**src/sap_pkg.sv**
```systemverilog
// shared widths, codes and helpers for the schroeder allpass delay block
package sap_pkg;

    localparam int SAMPLE_W  = 24;
    localparam int GAIN_W    = 16;
    localparam int LEN_W     = 13;
    localparam int MAX_DELAY = 4096;
    localparam int ADDR_W    = $clog2(MAX_DELAY);
    localparam int PROD_W    = SAMPLE_W + 2;
    localparam int WIDE_W    = SAMPLE_W + 3;
    localparam int CFG_IDX_W = 2;

    localparam logic [CFG_IDX_W-1:0] CFG_DELAY_LENGTH = CFG_IDX_W'(0);
    localparam logic [CFG_IDX_W-1:0] CFG_GAIN         = CFG_IDX_W'(1);

    typedef logic signed [SAMPLE_W-1:0] t_sample;
    typedef logic signed [GAIN_W-1:0]   t_gain;
    typedef logic signed [PROD_W-1:0]   t_prod;
    typedef logic signed [WIDE_W-1:0]   t_wide;

    localparam t_wide SAT_MAX = WIDE_W'((2 ** (SAMPLE_W - 1)) - 1);
    localparam t_wide SAT_MIN = -WIDE_W'(2 ** (SAMPLE_W - 1));

    function automatic t_sample sat_sample(input t_wide v);
        t_sample r;
        if (v > SAT_MAX) begin
            r = SAT_MAX[SAMPLE_W-1:0];
        end else if (v < SAT_MIN) begin
            r = SAT_MIN[SAMPLE_W-1:0];
        end else begin
            r = v[SAMPLE_W-1:0];
        end
        return r;
    endfunction

endpackage

```
**src/sap_mul.sv**
```systemverilog
// bit-serial signed shift-add multiplier with round half up to q1.23
module sap_mul
    import sap_pkg::*;
(
    input  logic    i_clk,
    input  logic    i_rst_n,
    input  logic    i_start,
    input  t_sample i_mcand,
    input  t_gain   i_mplier,
    output logic    o_done,
    output t_prod   o_prod
);

    localparam int CNT_W = $clog2(GAIN_W);

    logic                      r_busy;
    logic                      r_done;
    logic [CNT_W-1:0]          r_cnt;
    t_sample                   r_mcand;
    logic [GAIN_W-1:0]         r_mplier;
    logic signed [SAMPLE_W:0]  r_hi;
    logic [GAIN_W-1:0]         r_lo;

    logic                      last;
    logic signed [SAMPLE_W+1:0] addend;
    logic signed [SAMPLE_W+1:0] sum;

    always_comb begin
        last   = (r_cnt == CNT_W'(GAIN_W - 1));
        addend = '0;
        if (r_mplier[0]) begin
            addend = last ? -(PROD_W'(r_mcand)) : PROD_W'(r_mcand);
        end
        sum = {r_hi[SAMPLE_W], r_hi} + addend;
    end

    always_ff @(posedge i_clk) begin
        if (!i_rst_n) begin
            r_busy <= 1'b0;
            r_done <= 1'b0;
            r_cnt  <= '0;
        end else begin
            r_done <= 1'b0;
            if (i_start) begin
                r_busy <= 1'b1;
                r_cnt  <= '0;
            end else if (r_busy) begin
                r_cnt <= r_cnt + CNT_W'(1);
                if (last) begin
                    r_busy <= 1'b0;
                    r_done <= 1'b1;
                end
            end
        end
    end

    always_ff @(posedge i_clk) begin
        if (i_start) begin
            r_mcand  <= i_mcand;
            r_mplier <= i_mplier;
            r_hi     <= '0;
            r_lo     <= '0;
        end else if (r_busy) begin
            r_mplier <= {1'b0, r_mplier[GAIN_W-1:1]};
            r_hi     <= sum[SAMPLE_W+1:1];
            r_lo     <= {sum[0], r_lo[GAIN_W-1:1]};
        end
    end

    assign o_done = r_done;
    assign o_prod = {r_hi, r_lo[GAIN_W-1]} + PROD_W'({1'b0, r_lo[GAIN_W-2]});

endmodule
```
**config.mk**
```make
export PLATFORM = sky130hd
export DESIGN_NAME = sap_mul
export DESIGN_NICKNAME = d
export VERILOG_FILES = /design/src/sap_pkg.sv /design/src/sap_mul.sv
export SDC_FILE = /design/constraint.sdc
export NUM_CORES = 1
export LEC_CHECK = 0
export BUFFER_PORTS_ARGS = -buffer_cell sky130_fd_sc_hd__buf_2
export CAP_MARGIN = 20
export CORE_UTILIZATION = 40
export CTS_CLUSTER_DIAMETER = 120
export DETAILED_ROUTE_END_ITERATION = 10
export GPL_TIMING_DRIVEN = 1
export PLACE_DENSITY = 0.7
export SYNTH_ARGS = -nofsm -noshare
export SYNTH_HDL_FRONTEND = slang
export SYNTH_SLANG_ARGS = --single-unit
```
**constraint.sdc**
```tcl
create_clock -name i_clk -period 7.4 [get_ports i_clk]
set_clock_uncertainty 0.1 [all_clocks]
set_input_delay 1.48 -clock i_clk [delete_from_list [all_inputs] [get_ports i_clk]]
set_output_delay 1.48 -clock i_clk [all_outputs]
set_load 0.02 [all_outputs]
```
==> impl_metrics.toml <==
[synth]
synth_fp_nets = 585
syn_area_sq_um = 4890
yosysUniqueCellTypes = 58
synth.avg_cell_area_sq_um = 9.55
ys_warn_count = 0
synth-edff-count = 40
ys_async_sr_fraction_pct = 0
yosysSeqAreaShare_pct = 38.1
ys_ff_latch = 73
synth-main-ff-cell = "edfxtp_1"
netlist_instances = 512

[route]
postRouteAntennaNets = 0
dr.pass1.iters = 5
wirelength_um = 10500
drc = 0
drtIter0Drc = 170
via_count = 3874
wl_per_cell_um = 14.4
via_per_inst = 5.29
dr_wl_met3_um = 563
wl_met1_um = 5280
top_layer = "met4"
wl_met2_um = 4500

[power_and_ir_drop]
power.total_mw = 1.13
peakVddDrop_mv = 0.135
pwr_density_cell_nw_per_um2 = 200
p_leak_nw = 2.40

[worst_setup_path]
crit_required_ps = 7530
crit_type = "flip-flop to flip-flop"
end_kind = "flip-flop"
start_kind = "flip-flop"
max_stage_delay_ps = 610
slowest_stage = "o41ai_1"
crit_chain = "or4_4 -> or3_4 -> o41ai_1 -> o21ai_0 -> xor2_1 -> and2_1 -> ha_1 -> a21o_1 -> a21o_1 -> a21oi_1 -> nand2_1 -> a2111oi_0 -> a311oi_1 -> mux2_1"
cp.arrival_ps = 4670
crit_top_cell = "a21o_1"
crit_fanout = 5

[grt]
grt_use_total_pct = 17.4
grt_pass1_vias = 3579
antenna_found_initial = 0
grt_start_max_net_pins = 61
grt_pass1_wl_um = 17400
grt-ovfl-total = 0

[floorplan]
fp.dieW_um = 113
design.core.area_sq_um = 12000
ios = 70
initial_utilization_pct = 40.9
die_area_sq_um = 12700
rows = 40
die_h_um = 113

[layout]
num-nets-final = 653
drive_gt1_share_pct = 19.0
layout.cells.non_filler = 732
final_common_cell = "buf_2"
final_cell_mix = "buf_2, nor2_1, nand2_1"
diodes = 0
area_delta_synth_final_pct = 15.3
fillers = 1123

[clock_tree]
cts_tree = "yes"
root_buffer = "clkbuf_16"
cts_setup_buffers = 0
numCtsBuffers = 9
path_clk_slew_ps = 60
postCtsHoldBufs = 0
clkSinkCount = 73
clockBufferDepth = 2
ctsResizeCount = 0
insertion_delay_ps = 340
cts_htree_levels = 3

[place]
numPortBuffers = 69
gp_congestion = 0.808
dp_hpwl_um = 8130
placedCellCount = 716

[sta]
finalHoldViolCount = 0
period_minus_slack_ps = 4540
finalSetupViolations = 0
worst_slew_pin_slew_ps = 1090
hold_slack_ps = 400
drv_slew = 0
rsz0062_at_grt = "no"
fmax_ghz = 0.220
fin_tns_setup_ps = 0
min_period_over_period_pct = 61.3
maxSlewHeadroom_pct = 27.0

[run]
cap_violations = 0

[worst_hold_path]
hp-class = "flip-flop to flip-flop"

[status]
status = "finished, final reports clean"
[critical path: cells and delay by family (launching register included)]
kind / cells / cell delay [ps]
AO/OA/AOI/OAI: 7 / 1900
XOR/XNOR: 1 / 180
adder cells (fa/ha/maj): 1 / 340
flip-flops: 1 / 440
multiplexers: 1 / 320
AND/OR/NAND/NOR: 4 / 1150
[Yosys cell counts, types with 3 or more instances]
master | n | share of area (%)
a211oi_1 | 3 | 0.46
a21boi_0 | 3 | 0.46
a21o_1 | 6 | 0.92
a21oi_1 | 32 | 3.3
a22o_1 | 11 | 2.0
and2_1 | 23 | 2.9
and3_1 | 8 | 1.0
clkbuf_1 | 12 | 0.92
dfxtp_1 | 33 | 14
edfxtp_1 | 40 | 25
ha_1 | 29 | 7.4
inv_1 | 9 | 0.69
mux2_2 | 15 | 3.5
mux2i_1 | 12 | 2.5
nand2_1 | 44 | 3.4
nand2b_1 | 3 | 0.38
nand3_1 | 11 | 1.1
nand4_1 | 6 | 0.77
nor2_1 | 53 | 4.1
nor2b_1 | 5 | 0.64
nor3_1 | 8 | 0.82
nor4_1 | 3 | 0.38
o2111ai_1 | 3 | 0.54
o211ai_1 | 3 | 0.46
o21ai_0 | 20 | 2.0
o31ai_1 | 5 | 0.77
o41ai_1 | 3 | 0.54
or3_1 | 4 | 0.51
xnor2_1 | 41 | 7.3
xor2_1 | 29 | 5.2
[routing by layer]
layer  global-route usage, %  up-vias
li1                        -     1997
met2                    25.9       85
met1                    24.7     1781
met5                       0        -
met4                    7.02        0
met3                    3.51       11
[per-stage QoR]
step / worst slack [ps] / cell area, sq um / utilization (%)
6_report: 2860 / 5640 / 47.1
3_3_place_gp: 2970 / 5360 / 44.8
5_1_grt: 2580 / 5640 / 47.1
3_5_place_dp: 2870 / 5360 / 44.8
4_1_cts: 2860 / 5640 / 47.1
2_1_floorplan: 3270 / 4890 / -
[power by group]
| part | internal [mW] | total, mW | switching (mW) |
|---|---|---|---|
| Clock | 0.230 | 0.411 | 0.181 |
| Combinational | 0.0981 | 0.216 | 0.118 |
| Sequential | 0.465 | 0.502 | 0.0374 |
| Total | 0.793 | 1.13 | 0.337 |
[cells by family (layout without fill, tap and decap cells)]
| group | after synthesis | count (layout) | synth area share [%] |
|---|---|---|---|
| xor gates and xnor gates | 70 | 70 | 12.5 |
| muxes | 28 | 28 | 6.14 |
| buffers and inverters | 24 | 97 | 2.41 |
| and+or+nand+nor | 180 | 180 | 18.2 |
| DFF | 73 | 73 | 38.1 |
| adders and majority gates | 30 | 30 | 7.83 |
| AOI/OAI and AO/OA | 107 | 107 | 14.8 |
[final timing paths]
check | cells past startpoint | slack [ps] | end | start
setup reg to reg | 14 | 2860 | r_hi[24]$_SDFFE_PP0P_ | r_mcand[7]$_DFFE_PP_
setup / recovery | 14 | 2860 | r_hi[24]$_SDFFE_PP0P_ | r_mcand[7]$_DFFE_PP_
hold reg to reg | 2 | 400 | o_done$_SDFF_PP0_ | r_cnt[3]$_SDFFE_PP0P_
hold / removal | 2 | 400 | o_done$_SDFF_PP0_ | r_cnt[3]$_SDFFE_PP0P_
[flip-flops by register name (all words and copies together) (netlist names)]
signal / cells
o_done: 1
r_lo: 2
r_cnt: 4
r_mcand: 24
r_mplier: 16
r_hi: 25
r_busy: 1
[final cells by class]
cell class | count | area [sq um] | share of cell area [%]
tap | 147 | 184 | 3.26
multi-input combinational | 415 | 2910 | 51.6
clock buffer | 9 | 225 | 4.00
clock inverter | 7 | 53.8 | 0.954
sequential | 73 | 1860 | 33.0
inverter | 9 | 33.8 | 0.599
timing repair buffer | 72 | 368 | 6.53
(Power assumes the default switching activity.)
